$ cat src/rtl/ipd_pkg.sv
`timescale 1ns / 1ps
// ----------------------------------------------------------------------------
// ipd_pkg : shared types and constants of the +IPD frame parser
// Word format between the front classifier, the queue and the parser back end,
// the result record, status codes and configuration register indexes.
// ----------------------------------------------------------------------------
package ipd_pkg;

	// input operation codes
	localparam logic OP_BYTE = 1'b0;
	localparam logic OP_TICK = 1'b1;

	// result status codes
	localparam logic [1:0] ST_PAYLOAD = 2'd0;
	localparam logic [1:0] ST_BAD_ID  = 2'd1;
	localparam logic [1:0] ST_BAD_LEN = 2'd2;
	localparam logic [1:0] ST_TIMEOUT = 2'd3;

	// configuration register indexes
	localparam int          CFG_INDEX_W      = 2;
	localparam int          CFG_DATA_W       = 32;
	localparam logic [1:0]  CFG_HDR_TIMEOUT  = 2'd0;
	localparam logic [1:0]  CFG_PAY_TIMEOUT  = 2'd1;
	localparam logic [1:0]  CFG_BUF_CAPACITY = 2'd2;

	// configuration reset values
	localparam logic [31:0] HDR_TIMEOUT_RST  = 32'd5000;
	localparam logic [15:0] PAY_TIMEOUT_RST  = 16'd3000;
	localparam logic [15:0] BUF_CAPACITY_RST = 16'd1024;

	// field widths fixed by the interface
	localparam int BYTE_W   = 8;
	localparam int OUT_LEN_W = 16;
	localparam int CFG16_W  = 16;
	localparam int TICK_W   = 32;
	localparam int ID_W     = 3;

	// header text "+IPD," ; entry 0 is the first character
	localparam int                        HDR_LEN  = 5;
	localparam int                        MATCH_W  = 3;
	localparam logic [HDR_LEN-1:0][7:0]   HDR_TEXT = {8'h2C, 8'h44, 8'h50, 8'h49, 8'h2B};

	localparam logic [7:0] CHAR_COLON = 8'h3A;
	localparam logic [7:0] CHAR_COMMA = 8'h2C;
	localparam logic [7:0] CHAR_MINUS = 8'h2D;
	localparam logic [7:0] CHAR_PLUS  = 8'h2B;
	localparam logic [7:0] CHAR_ZERO  = 8'h30;
	localparam logic [7:0] CHAR_NINE  = 8'h39;

	// decoupling queue
	localparam int QUEUE_DEPTH = 4;
	localparam int QPTR_W      = 2;
	localparam int QCNT_W      = 3;

	// classified input word
	typedef struct packed {
		logic               is_tick;
		logic [7:0]         data;
		logic               is_digit;
		logic [3:0]         digit;
		logic               is_colon;
		logic               is_comma;
		logic               is_minus;
		logic               is_plus;
		logic [HDR_LEN-1:0] hdr_eq;
	} word_t;

	// queue status seen by both sides
	typedef struct packed {
		logic full;
		logic empty;
	} qstat_t;

	// one result word
	typedef struct packed {
		logic [1:0]           status;
		logic [7:0]           data;
		logic                 last;
		logic [OUT_LEN_W-1:0] len;
		logic [ID_W-1:0]      id;
		logic                 idp;
	} res_t;

endpackage

$ cat src/rtl/ipd_front.sv
`timescale 1ns / 1ps
// ----------------------------------------------------------------------------
// ipd_front : input classifier
// Takes input words, decodes the byte into character classes and header
// character matches, and pushes the classified word into the queue.
// ----------------------------------------------------------------------------
module ipd_front
	import ipd_pkg::*;
(
	input  logic       in_valid,
	output logic       in_stall,
	input  logic       operation,
	input  logic [7:0] rx_byte,
	input  qstat_t     qstat,
	output logic       push,
	output word_t      push_word
);

	// accept whenever the queue has room
	assign in_stall = qstat.full;
	assign push     = in_valid && !qstat.full;

	// character classification
	always_comb begin
		logic [7:0] dig;
		dig = rx_byte - CHAR_ZERO;
		push_word.is_tick  = (operation == OP_TICK);
		push_word.data     = rx_byte;
		push_word.is_digit = (rx_byte >= CHAR_ZERO) && (rx_byte <= CHAR_NINE);
		push_word.digit    = dig[3:0];
		push_word.is_colon = (rx_byte == CHAR_COLON);
		push_word.is_comma = (rx_byte == CHAR_COMMA);
		push_word.is_minus = (rx_byte == CHAR_MINUS);
		push_word.is_plus  = (rx_byte == CHAR_PLUS);
		for (int i = 0; i < HDR_LEN; i++) begin
			push_word.hdr_eq[i] = (rx_byte == HDR_TEXT[i]);
		end
	end

endmodule

$ cat src/rtl/ipd_queue.sv
`timescale 1ns / 1ps
// ----------------------------------------------------------------------------
// ipd_queue : short word queue
// Four-entry queue between the classifier and the parser so that each side
// can stall on its own.
// ----------------------------------------------------------------------------
module ipd_queue
	import ipd_pkg::*;
(
	input  logic   clk,
	input  logic   arst_n,
	input  logic   push,
	input  word_t  push_word,
	input  logic   pop,
	output word_t  head,
	output qstat_t qstat
);

	word_t             mem_q [QUEUE_DEPTH];
	logic [QPTR_W-1:0] wr_ptr_q;
	logic [QPTR_W-1:0] rd_ptr_q;
	logic [QCNT_W-1:0] count_q;

	assign qstat.full  = (count_q == QCNT_W'(QUEUE_DEPTH));
	assign qstat.empty = (count_q == '0);
	assign head        = mem_q[rd_ptr_q];

	// storage
	always_ff @(posedge clk) begin
		if (push) begin
			mem_q[wr_ptr_q] <= push_word;
		end
	end

	// pointers and fill count
	always_ff @(posedge clk or negedge arst_n) begin
		if (!arst_n) begin
			wr_ptr_q <= '0;
			rd_ptr_q <= '0;
			count_q  <= '0;
		end else begin
			if (push) begin
				wr_ptr_q <= wr_ptr_q + 1'b1;
			end
			if (pop) begin
				rd_ptr_q <= rd_ptr_q + 1'b1;
			end
			if (push && !pop) begin
				count_q <= count_q + 1'b1;
			end else if (pop && !push) begin
				count_q <= count_q - 1'b1;
			end
		end
	end

endmodule

$ cat src/rtl/ipd_back.sv
`timescale 1ns / 1ps
// ----------------------------------------------------------------------------
// ipd_back : header parser and payload sequencer
// Takes one classified word a cycle from the queue while no result is held back,
// runs the header search, the decimal number fields, the payload keep/drop counts and
// both timeouts, and holds the result word in an output register.
// ----------------------------------------------------------------------------
module ipd_back
	import ipd_pkg::*;
#(
	parameter int LENGTH_BITS = 16,
	parameter int MAX_LINK_ID = 4
) (
	input  logic                   clk,
	input  logic                   arst_n,
	input  logic                   cfg_write,
	input  logic [CFG_INDEX_W-1:0] cfg_index,
	input  logic [CFG_DATA_W-1:0]  cfg_data,
	input  qstat_t                 qstat,
	input  word_t                  head,
	output logic                   pop,
	output logic                   out_valid,
	input  logic                   out_stall,
	output res_t                   res
);

	localparam int L     = LENGTH_BITS;
	localparam int CMP_W = (L > CFG16_W) ? L : CFG16_W;

	localparam logic [2:0] PH_SEARCH = 3'd0;
	localparam logic [2:0] PH_FIRST  = 3'd1;
	localparam logic [2:0] PH_SECOND = 3'd2;
	localparam logic [2:0] PH_KEEP   = 3'd3;
	localparam logic [2:0] PH_DROP   = 3'd4;

	// configuration
	logic [TICK_W-1:0]  hdr_to_q;
	logic [CFG16_W-1:0] pay_to_q;
	logic [CFG16_W-1:0] cap_q;

	// parser state
	logic [2:0]         phase_q, phase_d;
	logic [MATCH_W-1:0] match_q, match_d;
	logic [L-1:0]       acc_q, acc_d;
	logic               seen_q, seen_d;
	logic               neg_q, neg_d;
	logic               stop_q, stop_d;
	logic [L-1:0]       first_mag_q, first_mag_d;
	logic               first_neg_q, first_neg_d;
	logic [ID_W-1:0]    saved_id_q, saved_id_d;
	logic               has_id_q, has_id_d;
	logic [L-1:0]       flen_q, flen_d;
	logic [L-1:0]       keep_q, keep_d;
	logic [L-1:0]       drop_q, drop_d;
	logic [TICK_W-1:0]  tick_q, tick_d;

	// result register
	logic out_valid_q;
	res_t res_q;
	res_t res_d;
	logic res_fire;

	logic out_free;

	// decimal multiply-add with saturation
	logic [L+3:0] acc_x10;
	logic [L-1:0] acc_next;

	// length bookkeeping
	logic [CMP_W-1:0] cap_x, len_x, keep_x, flen_x;
	logic [TICK_W-1:0] tick_inc;
	logic              id_bad, len_bad;

	assign out_free = !out_valid_q || !out_stall;
	assign pop      = !qstat.empty && out_free;

	assign acc_x10  = ({4'b0, acc_q} << 3) + ({4'b0, acc_q} << 1) + (L+4)'(head.digit);
	assign acc_next = (acc_x10[L+3:L] != '0) ? '1 : acc_x10[L-1:0];

	assign cap_x  = CMP_W'((cap_q == '0) ? 16'd1 : cap_q);
	assign len_x  = CMP_W'(acc_q);
	assign keep_x = (len_x > cap_x) ? cap_x : len_x;
	assign flen_x = CMP_W'(flen_q);

	assign tick_inc = (tick_q == '1) ? tick_q : tick_q + 1'b1;

	assign id_bad  = has_id_q && ((first_neg_q && first_mag_q != '0) ||
		(first_mag_q > L'(MAX_LINK_ID)));
	assign len_bad = neg_q || (acc_q == '0);

	// next-state and result logic for the word at the queue head
	always_comb begin
		logic restart;
		restart     = 1'b0;
		phase_d     = phase_q;
		match_d     = match_q;
		acc_d       = acc_q;
		seen_d      = seen_q;
		neg_d       = neg_q;
		stop_d      = stop_q;
		first_mag_d = first_mag_q;
		first_neg_d = first_neg_q;
		saved_id_d  = saved_id_q;
		has_id_d    = has_id_q;
		flen_d      = flen_q;
		keep_d      = keep_q;
		drop_d      = drop_q;
		tick_d      = tick_q;
		res_fire    = 1'b0;
		res_d       = '0;

		if (head.is_tick) begin
			// millisecond tick: timeouts
			tick_d = tick_inc;
			if (phase_q == PH_KEEP) begin
				if (tick_inc >= TICK_W'(pay_to_q)) begin
					restart      = 1'b1;
					res_fire     = 1'b1;
					res_d.status = ST_TIMEOUT;
					res_d.len    = flen_x[OUT_LEN_W-1:0];
					res_d.id     = saved_id_q;
					res_d.idp    = has_id_q;
				end
			end else if (phase_q == PH_DROP) begin
				if (tick_inc >= TICK_W'(pay_to_q)) begin
					restart = 1'b1;
				end
			end else if (tick_inc >= hdr_to_q) begin
				restart      = 1'b1;
				res_fire     = 1'b1;
				res_d.status = ST_TIMEOUT;
			end
		end else begin
			case (phase_q)
				PH_SEARCH: begin
					if (head.hdr_eq[match_q]) begin
						if (match_q == MATCH_W'(HDR_LEN - 1)) begin
							match_d = '0;
							acc_d   = '0;
							seen_d  = 1'b0;
							neg_d   = 1'b0;
							stop_d  = 1'b0;
							phase_d = PH_FIRST;
						end else begin
							match_d = match_q + 1'b1;
						end
					end else begin
						match_d = head.is_plus ? MATCH_W'(1) : '0;
					end
				end
				PH_FIRST, PH_SECOND: begin
					if (head.is_colon) begin
						// end of header: check id, then length
						if (id_bad) begin
							restart      = 1'b1;
							res_fire     = 1'b1;
							res_d.status = ST_BAD_ID;
							res_d.idp    = 1'b1;
						end else if (len_bad) begin
							restart      = 1'b1;
							res_fire     = 1'b1;
							res_d.status = ST_BAD_LEN;
							res_d.id     = has_id_q ? first_mag_q[ID_W-1:0] : '0;
							res_d.idp    = has_id_q;
						end else begin
							saved_id_d = has_id_q ? first_mag_q[ID_W-1:0] : '0;
							flen_d     = acc_q;
							keep_d     = keep_x[L-1:0];
							drop_d     = acc_q - keep_x[L-1:0];
							tick_d     = '0;
							phase_d    = PH_KEEP;
						end
					end else if (head.is_comma && phase_q == PH_FIRST) begin
						// id field done, length follows
						first_mag_d = acc_q;
						first_neg_d = neg_q;
						has_id_d    = 1'b1;
						acc_d       = '0;
						seen_d      = 1'b0;
						neg_d       = 1'b0;
						stop_d      = 1'b0;
						phase_d     = PH_SECOND;
					end else if (!stop_q) begin
						// number character
						if (!seen_q && head.is_minus) begin
							seen_d = 1'b1;
							neg_d  = 1'b1;
						end else if (head.is_digit) begin
							acc_d  = acc_next;
							seen_d = 1'b1;
						end else begin
							seen_d = 1'b1;
							stop_d = 1'b1;
						end
					end
				end
				PH_KEEP: begin
					// deliver a payload byte
					keep_d       = keep_q - 1'b1;
					res_fire     = 1'b1;
					res_d.status = ST_PAYLOAD;
					res_d.data   = head.data;
					res_d.len    = flen_x[OUT_LEN_W-1:0];
					res_d.id     = saved_id_q;
					res_d.idp    = has_id_q;
					if (keep_q == L'(1)) begin
						res_d.last = 1'b1;
						if (drop_q == '0) begin
							restart = 1'b1;
						end else begin
							phase_d = PH_DROP;
						end
					end
				end
				PH_DROP: begin
					// discard surplus bytes
					drop_d = drop_q - 1'b1;
					if (drop_q == L'(1)) begin
						restart = 1'b1;
					end
				end
				default: begin
					restart = 1'b1;
				end
			endcase
		end

		if (restart) begin
			phase_d     = PH_SEARCH;
			match_d     = '0;
			acc_d       = '0;
			seen_d      = 1'b0;
			neg_d       = 1'b0;
			stop_d      = 1'b0;
			first_mag_d = '0;
			first_neg_d = 1'b0;
			saved_id_d  = '0;
			has_id_d    = 1'b0;
			flen_d      = '0;
			keep_d      = '0;
			drop_d      = '0;
			tick_d      = '0;
		end
	end

	// configuration registers
	always_ff @(posedge clk or negedge arst_n) begin
		if (!arst_n) begin
			hdr_to_q <= HDR_TIMEOUT_RST;
			pay_to_q <= PAY_TIMEOUT_RST;
			cap_q    <= BUF_CAPACITY_RST;
		end else if (cfg_write) begin
			case (cfg_index)
				CFG_HDR_TIMEOUT:  hdr_to_q <= cfg_data;
				CFG_PAY_TIMEOUT:  pay_to_q <= cfg_data[CFG16_W-1:0];
				CFG_BUF_CAPACITY: cap_q    <= cfg_data[CFG16_W-1:0];
				default: ;
			endcase
		end
	end

	// parser state registers
	always_ff @(posedge clk or negedge arst_n) begin
		if (!arst_n) begin
			phase_q     <= PH_SEARCH;
			match_q     <= '0;
			acc_q       <= '0;
			seen_q      <= 1'b0;
			neg_q       <= 1'b0;
			stop_q      <= 1'b0;
			first_mag_q <= '0;
			first_neg_q <= 1'b0;
			saved_id_q  <= '0;
			has_id_q    <= 1'b0;
			flen_q      <= '0;
			keep_q      <= '0;
			drop_q      <= '0;
			tick_q      <= '0;
		end else if (pop) begin
			phase_q     <= phase_d;
			match_q     <= match_d;
			acc_q       <= acc_d;
			seen_q      <= seen_d;
			neg_q       <= neg_d;
			stop_q      <= stop_d;
			first_mag_q <= first_mag_d;
			first_neg_q <= first_neg_d;
			saved_id_q  <= saved_id_d;
			has_id_q    <= has_id_d;
			flen_q      <= flen_d;
			keep_q      <= keep_d;
			drop_q      <= drop_d;
			tick_q      <= tick_d;
		end
	end

	// output register
	always_ff @(posedge clk or negedge arst_n) begin
		if (!arst_n) begin
			out_valid_q <= 1'b0;
		end else if (out_free) begin
			out_valid_q <= pop && res_fire;
		end
	end

	always_ff @(posedge clk) begin
		if (out_free && pop && res_fire) begin
			res_q <= res_d;
		end
	end

	assign out_valid = out_valid_q;
	assign res       = res_q;

	// checks
	a_keep_nonzero: assert property (@(posedge clk) disable iff (!arst_n)
		phase_q == PH_KEEP |-> keep_q != '0)
		else $error("payload phase with no bytes left to keep");

	a_drop_nonzero: assert property (@(posedge clk) disable iff (!arst_n)
		phase_q == PH_DROP |-> drop_q != '0)
		else $error("drop phase with no bytes left to drop");

	a_match_range: assert property (@(posedge clk) disable iff (!arst_n)
		match_q < MATCH_W'(HDR_LEN))
		else $error("header match position out of range");

	a_no_pop_empty: assert property (@(posedge clk) disable iff (!arst_n)
		pop |-> !qstat.empty)
		else $error("word taken from an empty queue");

	a_result_needs_word: assert property (@(posedge clk) disable iff (!arst_n)
		(out_free && !pop) |=> !out_valid_q)
		else $error("result appeared without a word being parsed");

endmodule

$ cat src/rtl/ipd_frame_parser.sv
`timescale 1ns / 1ps
// ----------------------------------------------------------------------------
// ipd_frame_parser : streaming +IPD frame parser
// Hunts for "+IPD," in a received byte stream, reads "id,len:" or "len:",
// checks them, delivers up to buffer_capacity payload bytes with the last
// one marked, drops the rest, and reports header and keep-phase payload timeouts.
//
//  channel | direction | handshake            | words
//  in      | input     | in_valid / in_stall  | operation, rx_byte
//  out     | output    | out_valid / out_stall| status, payload_byte, last_byte,
//          |           |                      | declared_length, link_id, id_present
//  cfg     | input     | cfg_write            | cfg_index, cfg_data
//
// One input word per cycle while out_stall stays low; the parser handles
// one word a cycle with a single decimal multiply-add by ten on the accumulator.
// An accepted word is written into the queue, taken by the parser after the
// words ahead of it, and its result is registered in the register behind out_valid.
// A four-word queue separates input from parser; in_stall rises only when it
// is full, and out_stall holds the parser while a result waits.
// arst_n clears all control state and loads the register reset values.
// ----------------------------------------------------------------------------
module ipd_frame_parser
	import ipd_pkg::*;
#(
	parameter int LENGTH_BITS = 16,
	parameter int MAX_LINK_ID = 4
) (
	input  logic                   clk,
	input  logic                   arst_n,
	input  logic                   cfg_write,
	input  logic [CFG_INDEX_W-1:0] cfg_index,
	input  logic [CFG_DATA_W-1:0]  cfg_data,
	input  logic                   in_valid,
	output logic                   in_stall,
	input  logic                   operation,
	input  logic [7:0]             rx_byte,
	output logic                   out_valid,
	input  logic                   out_stall,
	output logic [1:0]             status,
	output logic [7:0]             payload_byte,
	output logic                   last_byte,
	output logic [OUT_LEN_W-1:0]   declared_length,
	output logic [ID_W-1:0]        link_id,
	output logic                   id_present
);

	qstat_t qstat;
	logic   push;
	word_t  push_word;
	logic   pop;
	word_t  head;
	res_t   res;

	// input classifier
	ipd_front u_front (
		.in_valid  (in_valid),
		.in_stall  (in_stall),
		.operation (operation),
		.rx_byte   (rx_byte),
		.qstat     (qstat),
		.push      (push),
		.push_word (push_word)
	);

	// decoupling queue
	ipd_queue u_queue (
		.clk       (clk),
		.arst_n    (arst_n),
		.push      (push),
		.push_word (push_word),
		.pop       (pop),
		.head      (head),
		.qstat     (qstat)
	);

	// parser back end
	ipd_back #(
		.LENGTH_BITS (LENGTH_BITS),
		.MAX_LINK_ID (MAX_LINK_ID)
	) u_back (
		.clk       (clk),
		.arst_n    (arst_n),
		.cfg_write (cfg_write),
		.cfg_index (cfg_index),
		.cfg_data  (cfg_data),
		.qstat     (qstat),
		.head      (head),
		.pop       (pop),
		.out_valid (out_valid),
		.out_stall (out_stall),
		.res       (res)
	);

	// result fields
	assign status          = res.status;
	assign payload_byte    = res.data;
	assign last_byte       = res.last;
	assign declared_length = res.len;
	assign link_id         = res.id;
	assign id_present      = res.idp;

endmodule

$ cat config.mk
export PLATFORM = sky130hd
export DESIGN_NAME = ipd_frame_parser
export DESIGN_NICKNAME = d
export VERILOG_FILES = /design/src/rtl/ipd_pkg.sv /design/src/rtl/ipd_front.sv /design/src/rtl/ipd_queue.sv /design/src/rtl/ipd_back.sv /design/src/rtl/ipd_frame_parser.sv
export SDC_FILE = /design/constraint.sdc
export NUM_CORES = 1
export LEC_CHECK = 0
export ABC_AREA = 0
export BUFFER_PORTS_ARGS = -buffer_cell sky130_fd_sc_hd__buf_2
export CORE_ASPECT_RATIO = 0.7
export CORE_MARGIN = 2
export CORE_UTILIZATION = 55
export CTS_CLUSTER_DIAMETER = 150
export DETAILED_ROUTE_END_ITERATION = 10
export PLACE_DENSITY = 0.72
export SYNTH_ARGS = -nofsm -noshare
export SYNTH_HDL_FRONTEND = slang
export SYNTH_HIERARCHICAL = 1
export SYNTH_SLANG_ARGS = --single-unit
export TNS_END_PERCENT = 30
$ cat constraint.sdc
create_clock -name clk -period 13.5 [get_ports clk]
set_clock_uncertainty 0.15 [all_clocks]
set_input_delay 0.675 -clock clk [delete_from_list [all_inputs] [get_ports clk]]
set_output_delay 0.675 -clock clk [all_outputs]
set_load 0.1 [all_outputs]
# == After elaboration in Yosys (flattened, before gate mapping) ==
# Memories as Yosys holds them, arrays and structs flattened.
# Index checks and enable logic that the tools add are counted.
# word_totals
ff_bits,229
latch_bits,0
mem_bits_rw,92
romBits,0
inputBits,48
output_inout_bits,33
word_cells,285
mem_count,1
# op_classes
n_addsub,12
n_mul,0
div_mod_pow,0
order_cmp,7
n_eq_ne,39
shifts,0
n_mux,141
n_bitwise,1
reduce_logical,57
# mem_list
name,depth,word_bits,read_ports,rd_ports_with_merged_regs,write_ports,line,source
u_queue.mem_q,4,23,1,0,1,ipd_queue.sv:19,word_t mem_q [QUEUE_DEPTH];
# ops
cell,count
$mux 16,34
$mux 32,7
$pmux 16 s2,3
$mux 3,25
$mux 20,3
$mux 1,50
$logic_not 16->1,3
$add 32x1->32 const B,1
$eq 16x1->1 const B,2
$eq 32x32->1 const B,1
$eq 8x6->1 const B,4
$ge 32x16->1,1
$ge 32x32->1,1
$sub 16x1->16 const B,2
$eq 8x7->1 const B,3
$reduce_and 6->1,4
$add 19x17->20,1
$add 20x4->20,1
$mux 2,9
$ne 3x3->1 const B,6
$gt 16x16->1,1
$gt 16x3->1 const B,1
$reduce_bool 16->1,1
$sub 16x16->16,1
other kinds (43),92

# == Depth between registers and ports, before layout ==
# Gate-level depths: netlist of the first run.
# depth
ltp_word,12
mapped_depth,25
depth_no_buf,24

# == By module ==
# Netlist of the first run, hierarchy kept.
# by_module_without_submodules
mod,n_inst,cells_each,area_per_inst_um2,seq_area_each_um2
ipd_back,1,1593,14432.6,5726.7
ipd_queue,1,155,3756.1,2937.8
ipd_front,1,35,279.0,0.0

# == Least setup slack after synthesis of the first run ==
# Ideal clock, no wire load.
# synth_path
kind,flip-flop to flip-flop
start,register u_back.tick_q[0]
end,"register u_back.res_q, in the netlist u_back/res[0] (enable)"
setup_ns,0.431
arrival_ns,5.183
required_ns,12.919
path_slack_ns,7.735
stages_incl_launch_ff,20
n_path_buf,1
synth_period_minus_slack_ns,5.765
path_cell_list,dfrtp_1 -> ha_1 -> nand4_1 -> or4_4 -> buf_2 -> nor2_1 -> nor4_1 -> nand2_1 -> nor2_1 -> nand3_1 -> xnor2_1 -> ha_1 -> nand4_1 -> nor3_1 -> nand2_1 -> o221ai_1 -> nor4_2 -> and3_1 -> o22a_1 -> a21oi_1
# synth_via
elab_chain_len,8
elab_cells_between_ends,11
classes_between,add/sub (1); order compare (2); eq/ne (1); mux (6); reduce/logical (1)
# synth_rtl
element,line,source
start: declaration,ipd_back.sv:55,"logic [TICK_W-1:0] tick_q, tick_d;"
start signal: assignment,ipd_back.sv:293,tick_q <= tick_d;
$add 32x1->32 / $eq 32x32->1 (equally long branches),ipd_back.sv:85,assign tick_inc = (tick_q == '1) ? tick_q : tick_q + 1'b1;
$mux 32 *,ipd_back.sv:85,
$ge 32x32->1,ipd_back.sv:128,end else if (tick_inc >= hdr_to_q) begin
$mux 1,ipd_back.sv:128,
$mux 1,ipd_back.sv:124,end else if (phase_q == PH_DROP) begin
$mux 1 *,ipd_back.sv:115,if (phase_q == PH_KEEP) begin
$mux 1 *,ipd_back.sv:112,if (head.is_tick) begin
$logic_and 1x1->1 *,ipd_back.sv:307,if (out_free && pop && res_fire) begin
end signal: assignment,ipd_back.sv:308,res_q <= res_d;
end: declaration,ipd_back.sv:59,res_t res_q;
# Mark *: on every way between the ends. The rest lies on a longest branch, timed or not.
# A chain may end at the register's enable or synchronous reset.

# == Worst setup path after layout of the first run ==
# layout_path
start,register u_back.tick_q[17]
end,register u_back.acc_q[2]
# layout_via
elab_chain_len,9
elab_cells_between_ends,20
classes_between,add/sub (1); order compare (2); eq/ne (8); mux (7); reduce/logical (2)
# layout_rtl
element,line,source
$add 32x1->32 / $eq 32x32->1 (equally long branches),ipd_back.sv:85,
$mux 32 *,ipd_back.sv:85,
$ge 32x32->1 / $ge 32x16->1 (equally long branches),"ipd_back.sv:128, ipd_back.sv:116, ipd_back.sv:125",
$mux 1 (on tied branches),"ipd_back.sv:128, ipd_back.sv:116, ipd_back.sv:125",
$mux 1,ipd_back.sv:124,
$mux 1 *,ipd_back.sv:115,
$mux 1 *,ipd_back.sv:112,
"$ne 4x3->1 (no line), or another cell as far along",n/a,
$reduce_and 9->1 (no line),n/a,
end signal: assignment,ipd_back.sv:267,acc_q <= '0;
end signal: assignment,ipd_back.sv:282,acc_q <= acc_d;
end: declaration,ipd_back.sv:44,"logic [L-1:0] acc_q, acc_d;"
# Marks and branches as above.

==> results of run 1 <==
## flip-flops by register name, indices dropped and copies added, names as in the netlist, 16 cells and up
name                count
u_back/tick_q          32
u_queue/mem_q          92
u_back/first_mag_q     16
u_back/drop_q          16
u_back/flen_q          16
u_back/pay_to_q        16
u_back/cap_q           16
u_back/keep_q          16
u_back/res             31
u_back/acc_q           16
u_back/hdr_to_q        32
## power groups by stage
stage	Combinational (uW)	Sequential, uW	Clock (uW)
finish	2100	1370	938
floorplan	1310	1640	0
detailed placement	2050	1390	0
global placement	2010	1380	0
CTS	2060	1370	957
global route	2270	1390	996
## routing by layer
metal	part of all wire (%)	track usage, %	wire length (um)	vias up
met5	0	0	0	-
met3	6.3	4.37	2860	58
met4	1.7	5.47	756	0
met1	49	40.9	22400	6831
li1	-	-	-	6554
met2	43	39.0	19600	448
## worst paths after layout
kind	start	to	slack, ns	cells after the start
setup / recovery	u_back/tick_q[17]	u_back/acc_q[2]	6.99	19
hold / removal	cfg_data[27]	u_back/hdr_to_q[27]	0.21	3
setup reg to reg	u_back/tick_q[17]	u_back/acc_q[2]	6.99	19
hold reg to reg	u_back/flen_q[14]	u_back/flen_q[14]	0.32	2
max in group asynchronous	arst_n	u_back/phase_q[0]	11.26	3
min in group asynchronous	arst_n	u_back/flen_q[12]	0.51	2
## per-stage QoR
| stage | total power [uW] | instances |
|---|---|---|
| CTS | 4390 | 2289 |
| floorplan | 2950 | 1783 |
| detailed placement | 3430 | 2225 |
| global placement | 3390 | 2225 |
| global route | 4660 | 2289 |
| finish | 4410 | 2289 |
## repair_timing
item	CTS	global route
hold buffers	1	0
hold endpoints to repair	50	0
resized for setup	0	0
## layout make-up
type	count	area share, %
clock buffer	52	5.05
clock inverter	11	0.470
inverter	122	2.26
multi-input combinational	1250	44.0
sequential	321	42.8
tap	435	2.69
timing repair buffer	98	2.70
## worst register-to-register path: cells and delay by family (launching register included)
kind | cells | cell delay [ns]
adder cells (fa/ha/maj) | 1 | 0.30
XOR/XNOR | 1 | 0.23
AO/OA/AOI/OAI | 7 | 1.80
flip-flops | 1 | 0.48
AND/OR/NAND/NOR | 9 | 2.98
buffers and inverters | 1 | 0.48
## logic make-up after synthesis
kind of cell	after synthesis	share of synthesized area, %
multiplexers	79	6.27
XOR/XNOR	75	3.56
buffers and inverters	212	5.03
AO/OA/AOI/OAI	384	13.3
AND/OR/NAND/NOR	586	16.2
adder cells (fa/ha/maj)	126	8.70
flip-flops	321	46.9
## placed cells by master (no fill, tap or decap), types with 31 or more instances in the layout
| cell type | synthesis | routed |
|---|---|---|
| a21oi_1 | 71 | 70 |
| xor2_1 | 36 | 36 |
| nand3_1 | 57 | 57 |
| mux2_2 | 38 | 38 |
| ha_1 | 122 | 122 |
| edfxtp_1 | 123 | 123 |
| xnor2_1 | 39 | 39 |
| nand2_1 | 168 | 168 |
| and2_1 | 31 | 31 |
| dfrtp_1 | 185 | 185 |
| nor2_1 | 125 | 125 |
| inv_1 | 121 | 121 |
| clkbuf_16 | 0 | 36 |
| o21ai_0 | 130 | 130 |
| buf_2 | 21 | 79 |
| nor3_1 | 38 | 38 |
==> metrics.cfg, run 1 <==
[finish]
area_growth_pct = 9.58
final_cell_area_um2 = 20200
nets = 2002
n_antenna_cell = 0
nFillCells = 2694
drive_gt1_share_pct = 13.9
final_core_util_pct = 60.8
seqCellArea_um2 = 8660
multi_input_area_um2 = 8910

[cts]
cts.sinks = 321
cts_tree = yes
clk_pin_slew_worst_paths_ns = 0.06
cts_setup_buffers = 0
insertion_delay_ns = 0.53
cts_buffers = 35
cts_buffer_depth = 3
cts-htree-levels = 2
root_buffer = clkbuf_16

[synthesis]
seq_area_frac_synth_pct = 46.9
synth_ff_type = dfrtp_1
synthTopCellsByCount = 185 x dfrtp_1, 168 x nand2_1, 130 x o21ai_0, 125 x nor2_1, 123 x edfxtp_1
yosys.area.top_type_share_pct = 25.1
synth_cell_types = 99
postSynthCellCount = 1783
synth-async-reset-ratio_pct = 61.7
synth_top_area_cell = dfrtp_1
synth_edf_count = 123
syn-num-nets = 1957
synth-seq-cells = 321
synth_area_um2 = 18500
syn_area_per_cell_um2 = 10.4
synth_most_common_cell = dfrtp_1
synth_area_leaders = dfrtp_1 25%, edfxtp_1 20%, ha_1 8.3%
ys_warn_count = 6

[die]
core_um2 = 33300
die_area_um2 = 35100
placementRows = 56
die_h_um = 157
fp.dieW_um = 223
ios = 81
initial_core_util_pct = 55.5

[setup_path]
worst_path_most_repeated_cell = a21o_1
path_max_fanout = 55
critPathSlowestCell = nor4_2
arrival_ns = 6.80
cpPeakStageDelay_ns = 0.71
crit_required_ns = 13.79
end_kind = flip-flop
startpoint_type = flip-flop
critical_path_buf_inv_count = 1
path_class = reg -> reg
path_cells = nand4_1 > nor4_2 > nand2_1 > nand3_1 > nor2_1 > and3_1 > xor2_1 > ha_1 > a21o_1 > a21o_1 > a21o_1 > a221oi_1 > a21oi_1 > o31a_1 > or3_1 > nand2_2 > buf_4 > nand4_2 > o2bb2ai_1
crit_family = simple AND/OR/NAND/NOR gates

[placement]
dpl.hpwl_um = 31500
post_dp_cell_area_um2 = 19100
portBuffers = 80
gp_congestion = 0.913
place_worst_setup_slack_ns = 7.12

[sta]
relSlewSlack_pct = 16.3
min_period_ns = 6.51
finalMaxSlewViolations = 0
timing_hold_violations_final = 0
setup_viol = 0
finalSetupTns_ns = 0
rsz0062_at_grt = false
worst_slew_pin_slew_ns = 1.25
finalCritPeriodShare_pct = 48.3
whs_ns = 0.206
max_freq_ghz = 0.153
setup_slack_ns = 6.99

[outcome]
status = finished clean

[global_route]
antenna_found_initial = 0
grt_use_total_pct = 26.4
grt_overflow_total = 0
grt_pass1_wl_um = 73400
first_global_vias = 13200
grt_max_degree = 78

[power_and_ir_drop]
swShare_pct = 45.2
p_leak_uw = 0.00883
ir_drop_v = 0.000168
p_clk_share_pct = 21.3
power_frac_comb_pct = 47.6
intPower_uw = 2420
powerDensity_nw_per_um2 = 218
p_sw_uw = 1990
p_seq_share_pct = 31.1

[run]
maxCapViolCount = 0

[detailed_routing]
wire_per_inst_um = 19.9
postRouteAntennaNets = 0
first_pass_iters = 5
drc = 0
vias = 13900
drt_iter0_markers = 1416
viasPerCell = 6.07
route.final.wire_length_um = 45600

[hold_path]
hp-class = in -> reg

Power figures use the tool's default switching activity.
==> run 2, diff against run 1 <==
- PLACE_DENSITY: 0.72 -> 0.75
- clock period: 13.5 -> 5.6 ns (I/O delays scaled with it)
==> run 2 against run 1 <==
Sequential power up 140%. Largest cell class unchanged. Power is 150% higher. Combinational power grew to 2.5 times the previous value.
==> metrics.cfg, run 2 (synthesis results as in run 1) <==
[outcome]
status = finished clean  ; unchanged

[sta]
rsz0062_at_grt = false  ; unchanged
timing_hold_violations_final = 0  ; unchanged
setup_slack_ns = 0.175  ; was 6.99 ns
relSlewSlack_pct = 36.5  ; was 16.3%
finalSetupTns_ns = 0  ; unchanged
max_freq_ghz = 0.184  ; was 0.153 GHz
min_period_ns = 5.43  ; was 6.51 ns
setup_viol = 0  ; unchanged
finalCritPeriodShare_pct = 96.9  ; was 48.3%
worst_slew_pin_slew_ns = 0.953  ; was 1.25 ns
finalMaxSlewViolations = 0  ; unchanged

[finish]
layout_common_cells = 184 x dfrtp_1, 168 x nand2_1, 130 x o21ai_0  ; was 185 x dfrtp_1, 168 x nand2_1, 130 x o21ai_0
nFillCells = 2614  ; was 2,694
largest_reg_flops = 92  ; unchanged
final_common_cell = dfrtp_1  ; unchanged
area_growth_pct = 14.2  ; was 9.58%
drive_gt1_share_pct = 16.0  ; was 13.9%
nets = 2088  ; was 2,002
final_cell_area_um2 = 21100  ; was 20,200 um2
largest-register = u_queue/mem_q  ; unchanged
reg_top3 = u_queue/mem_q x92, u_back/hdr_to_q x32, u_back/tick_q x32  ; unchanged
n_antenna_cell = 0  ; unchanged

[power_and_ir_drop]
p_seq_share_pct = 30.2  ; was 31.1%
intPower_uw = 6040  ; was 2420 uW
p_clk_share_pct = 21.1  ; was 21.3%
swShare_pct = 44.3  ; was 45.2%
ir_drop_v = 0.000364  ; was 0.000168 V
totalPowerFinal_uw = 10800  ; was 4410 uW
powerDensity_nw_per_um2 = 514  ; was 218 nW/um2
p_leak_uw = 0.00926  ; was 0.00883 uW
power_frac_comb_pct = 48.7  ; was 47.6%
p_sw_uw = 4800  ; was 1990 uW

[cts]
cts_buffer_depth = 3  ; unchanged
clk_pin_slew_worst_paths_ns = 0.06  ; about the same
root_buffer = clkbuf_16  ; unchanged
insertion_delay_ns = 0.53  ; about the same
cts.sinks = 321  ; unchanged
cts_setup_buffers = 0  ; unchanged
cts-htree-levels = 2  ; unchanged
cts_buffers = 34  ; was 35
cts_tree = yes  ; unchanged

[die]
ios = 81  ; unchanged
fp.dieW_um = 223  ; unchanged
core_um2 = 33300  ; unchanged
initial_core_util_pct = 55.5  ; unchanged
placementRows = 56  ; unchanged
die_area_um2 = 35100  ; unchanged
die_h_um = 157  ; unchanged

[run]
maxCapViolCount = 0  ; unchanged

[global_route]
first_global_vias = 13500  ; was 13,200
grt_pass1_wl_um = 73900  ; was 73,400 um
grt_use_total_pct = 26.7  ; was 26.4%
antenna_found_initial = 0  ; unchanged
grt_max_degree = 108  ; was 78
grt_overflow_total = 0  ; unchanged

[detailed_routing]
vias = 14300  ; was 13,900
postRouteAntennaNets = 0  ; unchanged
wire_per_inst_um = 19.5  ; was 19.9 um
viasPerCell = 6.04  ; was 6.07
route.final.wire_length_um = 46200  ; was 45,600 um
first_pass_iters = 6  ; was 5
drt_iter0_markers = 1671  ; was 1,416
drc = 0  ; unchanged

[setup_path]
crit_required_ns = 5.91  ; was 13.79 ns
path_class = reg -> reg  ; unchanged
startpoint_type = flip-flop  ; unchanged
arrival_ns = 5.74  ; was 6.80 ns
path_max_fanout = 9  ; was 55
end_kind = flip-flop  ; unchanged

[placement]
post_dp_cell_area_um2 = 19500  ; was 19,100 um2
gp_congestion = 0.914  ; was 0.913
dpl.hpwl_um = 32400  ; was 31,500 um
place_worst_setup_slack_ns = 0.227  ; was 7.12 ns
portBuffers = 80  ; unchanged

[hold_path]
hp-class = in -> reg  ; unchanged

-- run 2: changes by cell type in the layout (fill, tap and decap cells not counted), moves of 2 or more --
cell and delta:
buf_4 +43, dlygate4sd3_1 +42, clkinv_2 -4, buf_12 +2, bufinv_16 +2, clkbuf_16 -2, clkinv_1 -2
-- run 2: worst max-delay path: stages (launching register included) --
cell and delay [ns]:
dfrtp_1 0.47, nand4_1 0.28, nor4_2 0.42, nand2_1 0.20, nand3_1 0.20, nor2_1 0.10, and3_1 0.21, xor2_1 0.22
ha_1 0.29, a21o_1 0.18, a21o_1 0.17, a21o_1 0.17, a221oi_1 0.36, a21oi_1 0.11, o31a_1 0.36, or3_1 0.54
and2_2 0.32, o311ai_1 0.40, a22o_1 0.20
-- run 2: layout make-up --
class / instances / area, um2 / area share [%]
repair buffers: 185 / 1330 / 6.31
inverters: 122 / 458 / 2.17
multi-input cells: 1250 / 8960 / 42.5
clock buffers: 51 / 975 / 4.62
well taps: 435 / 544 / 2.58
flip-flops and latches: 321 / 8670 / 41.1
clock inverters: 10 / 153 / 0.724
-- run 2: per-layer routing --
| layer | GRT usage, % | wire length [um] | up-vias |
|---|---|---|---|
| met2 | 39.6 | 19900 | 542 |
| met5 | 0 | 0 | - |
| met3 | 3.99 | 3200 | 72 |
| met4 | 5.82 | 734 | 0 |
| li1 | - | - | 6723 |
| met1 | 41.4 | 22400 | 7003 |
-- run 2: power by group through the flow --
stage / sequential [uW] / clock [uW] / combinational (uW)
floorplan: 3950 / 0 / 3160
global route: 3320 / 2410 / 5710
CTS: 3270 / 2330 / 5160
detailed placement: 3310 / 0 / 5100
finish: 3270 / 2290 / 5280
global placement: 3290 / 0 / 5020
-- run 2: what timing repair did --
action                                 in CTS  in global routing
resized for setup                           0                 10
endpoints found under the hold margin     209                  0
hold buffers                               43                  0
setup endpoints to repair                   0                 76
-- run 2: path summary, 6_finish.rpt --
kind	startpoint	to	slack (ns)	cells after the start
worst max-delay path	u_back/tick_q[22]	u_back/keep_q[14]	0.17	18
worst min-delay path	in_valid	u_queue/wr_ptr_q[1]	0.12	4
worst max register to register	u_back/tick_q[22]	u_back/keep_q[14]	0.17	18
worst min register to register	u_back/flen_q[15]	u_back/flen_q[15]	0.32	2
max in group asynchronous	arst_n	u_back/tick_q[20]	3.46	3
min in group asynchronous	arst_n	u_back/acc_q[12]	0.27	2
-- run 2: per-stage QoR --
step	util, %	hold slack [ns]	std cells
finish	63.3	0.116	2374
detailed placement	58.5	0.311	2270
global placement	58.5	0.299	2270
global route	63.3	0.133	2374
floorplan	-	-0.166	1783
CTS	63.2	0.0924	2374
==> run 3, diff against run 2 <==
- ABC_AREA: 0 -> 1
==> run 3 against run 2 <==
Critical path depth grew 5. Critical path type unchanged. Global-route usage grew 1.9 points. Routed wire length is 15% higher. Maximum frequency increased by 5.3%. Largest cell class unchanged. Via count up 19%.
==> metrics.cfg, run 3 <==
[hold_path]
hp-class = in -> reg  ; unchanged
worstHoldStart = cfg_data[11]  ; was in_valid
hold_depth = 3  ; was 4
hold_path_end = u_back/hdr_to_q[11]  ; was u_queue/wr_ptr_q[1]

[finish]
nets = 2687  ; was 2,088
nFillCells = 2920  ; was 2,614
final_core_util_pct = 62.8  ; was 63.3%
reg_top3 = u_queue/mem_q x92, u_back/hdr_to_q x32, u_back/tick_q x32  ; unchanged
multi_input_area_um2 = 9210  ; was 8960 um2
final_common_cell = nand2_1  ; was dfrtp_1
layoutNonFillerInstCount = 3011  ; was 2,374
layout_common_cells = 576 x nand2_1, 325 x inv_1, 184 x dfrtp_1  ; was 184 x dfrtp_1, 168 x nand2_1, 130 x o21ai_0
area_growth_pct = 11.6  ; was 14.2%
seqCellArea_um2 = 8670  ; about the same
drive_gt1_share_pct = 11.6  ; was 16.0%
largest_reg_flops = 92  ; unchanged
largest-register = u_queue/mem_q  ; unchanged

[sta]
relSlewSlack_pct = 22.3  ; was 36.5%
max_freq_ghz = 0.194  ; was 0.184 GHz
finalMaxSlewViolations = 0  ; unchanged
min_period_ns = 5.15  ; was 5.43 ns
finalCritPeriodShare_pct = 92.0  ; was 96.9%
worst_slew_pin_slew_ns = 1.16  ; was 0.953 ns
timing_hold_violations_final = 0  ; unchanged
setup_viol = 0  ; unchanged
finalSetupTns_ns = 0  ; unchanged

[cts]
root_buffer = clkbuf_16  ; unchanged
cts_setup_buffers = 0  ; unchanged
insertion_delay_ns = 0.54  ; was 0.53 ns
cts.sinks = 321  ; unchanged
cts_buffers = 34  ; unchanged
cts-htree-levels = 2  ; unchanged
cts_buffer_depth = 3  ; unchanged
cts_tree = yes  ; unchanged
clk_pin_slew_worst_paths_ns = 0.06  ; about the same

[power_and_ir_drop]
p_seq_share_pct = 29.2  ; was 30.2%
p_clk_share_pct = 20.0  ; was 21.1%
powerDensity_nw_per_um2 = 513  ; was 514 nW/um2
p_sw_uw = 5430  ; was 4800 uW
power_frac_comb_pct = 50.9  ; was 48.7%
intPower_uw = 5850  ; was 6040 uW
swShare_pct = 48.2  ; was 44.3%
totalPowerFinal_uw = 11300  ; was 10,800 uW
ir_drop_v = 0.000391  ; was 0.000364 V
p_leak_uw = 0.0109  ; was 0.00926 uW

[detailed_routing]
wire_per_inst_um = 17.7  ; was 19.5 um
drc = 0  ; unchanged
vias = 17000  ; was 14,300
route.final.wire_length_um = 53200  ; was 46,200 um
viasPerCell = 5.66  ; was 6.04
drt_iter0_markers = 1953  ; was 1,671
postRouteAntennaNets = 0  ; unchanged
first_pass_iters = 5  ; was 6

[synthesis]
synthTopCellsByCount = 577 x nand2_1, 325 x inv_1, 185 x dfrtp_1, 181 x o21ai_0, 172 x nor2_1  ; was 185 x dfrtp_1, 168 x nand2_1, 130 x o21ai_0, 125 x nor2_1, 123 x edfxtp_1
synth-seq-cells = 321  ; unchanged
synth_cell_types = 60  ; was 99
synth-async-reset-ratio_pct = 61.7  ; unchanged
synth_area_leaders = dfrtp_1 23%, edfxtp_1 19%, nand2_1 11%  ; was dfrtp_1 25%, edfxtp_1 20%, ha_1 8.3%
synth_top_area_cell = dfrtp_1  ; unchanged
synth_edf_count = 123  ; unchanged
synth_ff_type = dfrtp_1  ; unchanged
yosys.area.top_type_share_pct = 23.5  ; was 25.1%
syn_area_per_cell_um2 = 8.18  ; was 10.4 um2
synth_most_common_cell = nand2_1  ; was dfrtp_1
ys_warn_count = 6  ; unchanged
syn-num-nets = 2584  ; was 1,957
postSynthCellCount = 2410  ; was 1,783
seq_area_frac_synth_pct = 44.0  ; was 46.9%
synth_area_um2 = 19700  ; was 18,500 um2

[die]
fp.dieW_um = 230  ; was 223 um
core_um2 = 35000  ; was 33,300 um2
ios = 81  ; unchanged
placementRows = 57  ; was 56
die_area_um2 = 37400  ; was 35,100 um2
die_h_um = 162  ; was 157 um
initial_core_util_pct = 56.3  ; was 55.5%

[setup_path]
r2r-start = u_back/tick_q[0]  ; was u_back/tick_q[22]
r2r_setup_slack_ns = 0.45  ; was 0.17 ns
r2r-end = u_back/keep_q[9]  ; was u_back/keep_q[14]
crit_required_ns = 5.93  ; was 5.91 ns
startpoint = u_back/tick_q[0]  ; was u_back/tick_q[22]
path_class = reg -> reg  ; unchanged
startpoint_type = flip-flop  ; unchanged
r2r_cells = 23  ; was 18
arrival_ns = 5.48  ; was 5.74 ns
path_max_fanout = 24  ; was 9
end_kind = flip-flop  ; unchanged

[run]
maxCapViolCount = 0  ; unchanged

[placement]
portBuffers = 80  ; unchanged
gp_congestion = 0.992  ; was 0.914
placed_cells = 2907  ; was 2,270
dpl.hpwl_um = 38200  ; was 32,400 um

[global_route]
top_usage_layer = met1  ; unchanged
met3_usage_pct = 6.43  ; was 3.99%
antenna_found_initial = 0  ; unchanged
grt_overflow_total = 0  ; unchanged
grt_use_total_pct = 28.6  ; was 26.7%
first_global_vias = 15700  ; was 13,500
use_met2_pct = 40.7  ; was 39.6%
grt_util_met1_pct = 44.1  ; was 41.4%
grt_max_degree = 116  ; was 108
grt_pass1_wl_um = 85000  ; was 73,900 um

[outcome]
status = finished clean  ; unchanged

## run 3: cell types whose count changed after synthesis, moves of 26 or more
| cell | before | now |
|---|---|---|
| o21ai_0 | 130 | 181 |
| nand3_1 | 57 | 130 |
| nand2_2 | 2 | 43 |
| o211ai_2 | 0 | 26 |
| and2_1 | 31 | 0 |
| a21oi_1 | 71 | 127 |
| inv_1 | 121 | 325 |
| mux2_2 | 38 | 0 |
| xnor2_1 | 39 | 12 |
| nand2_1 | 168 | 577 |
| nor2_1 | 125 | 172 |
| nand4_1 | 19 | 54 |
## run 3: metrics by stage
step                      worst slack, ns  area, um2  hold WS (ns)
after floorplan                     0.646      19700        -0.166
after global placement              0.565      20500         0.311
after detailed placement            0.410      20500         0.319
after CTS                           0.407      22000        0.0211
after global routing              -0.0186      22000        0.0619
final                               0.450      22000        0.0422
## run 3: how the worst max path moves through the flow
stage,end,slack [ns],cells after the start
after floorplan,u_back/res[0],0.65,29
after detailed placement,u_back/keep_q[15],0.41,36
final,u_back/keep_q[9],0.45,23
after global placement,u_back/keep_q[11],0.57,35
after CTS,u_back/keep_q[15],0.41,35
after global routing,u_back/match_q[1],-0.02,34
## run 3: power groups by stage
stage / clock, uW / combinational, uW / sequential [uW]
floorplan: 0 / 3980 / 3620
global placement: 0 / 5420 / 3300
finish: 2250 / 5730 / 3290
CTS: 2290 / 5590 / 3280
detailed placement: 0 / 5530 / 3320
global route: 2380 / 6300 / 3340
## run 3: per-layer routing
metal | up-vias | wire [um]
met1 | 8007 | 24300
met4 | 0 | 1150
met2 | 767 | 21900
met5 | - | 0
li1 | 8164 | -
met3 | 95 | 5880
## run 3: worst max-delay path, stage by stage, from the launching register on
cell and delay (ns):
dfrtp_1 0.46, ha_1 0.33, nand3_2 0.17, inv_2 0.08
nand2_2 0.08, nor3_4 0.19, nand3_1 0.24, nand4_1 0.19
xor2_1 0.27, ha_1 0.30, a21oi_1 0.15, nor2_1 0.06
a211oi_1 0.24, o221ai_1 0.22, a21oi_1 0.25, nand3_2 0.28
a21oi_2 0.21, nand2_2 0.13, nand2_2 0.16, buf_4 0.29
o21ai_4 0.21, nand3_4 0.25, nand2_1 0.09, nand2_1 0.06
## run 3: area by class of cell
type | instances | area share [%]
diodes | 1 | 0.0114
clock buffers | 49 | 4.41
clock inverters | 12 | 0.512
inverters | 334 | 5.70
multi-input cells | 1652 | 41.9
flip-flops and latches | 321 | 39.4
well taps | 472 | 2.68
repair buffers | 170 | 5.41
## run 3: cells by family (layout without fill, tap and decap cells)
family	Yosys count	count (layout)	share of synthesized area, %
buf+inv	437	565	9.51
simple gates	1058	1058	23.3
fa+ha+maj	126	126	8.15
other cells	0	1	0
xor+xnor	58	58	2.62
flops	321	321	44.0
compound gates	410	410	12.4
## run 3: repair_timing
action,in CTS,in global routing
resized for setup,0,4
hold endpoints to repair,227,0
hold buffers,42,0
endpoints found under the setup margin,0,17
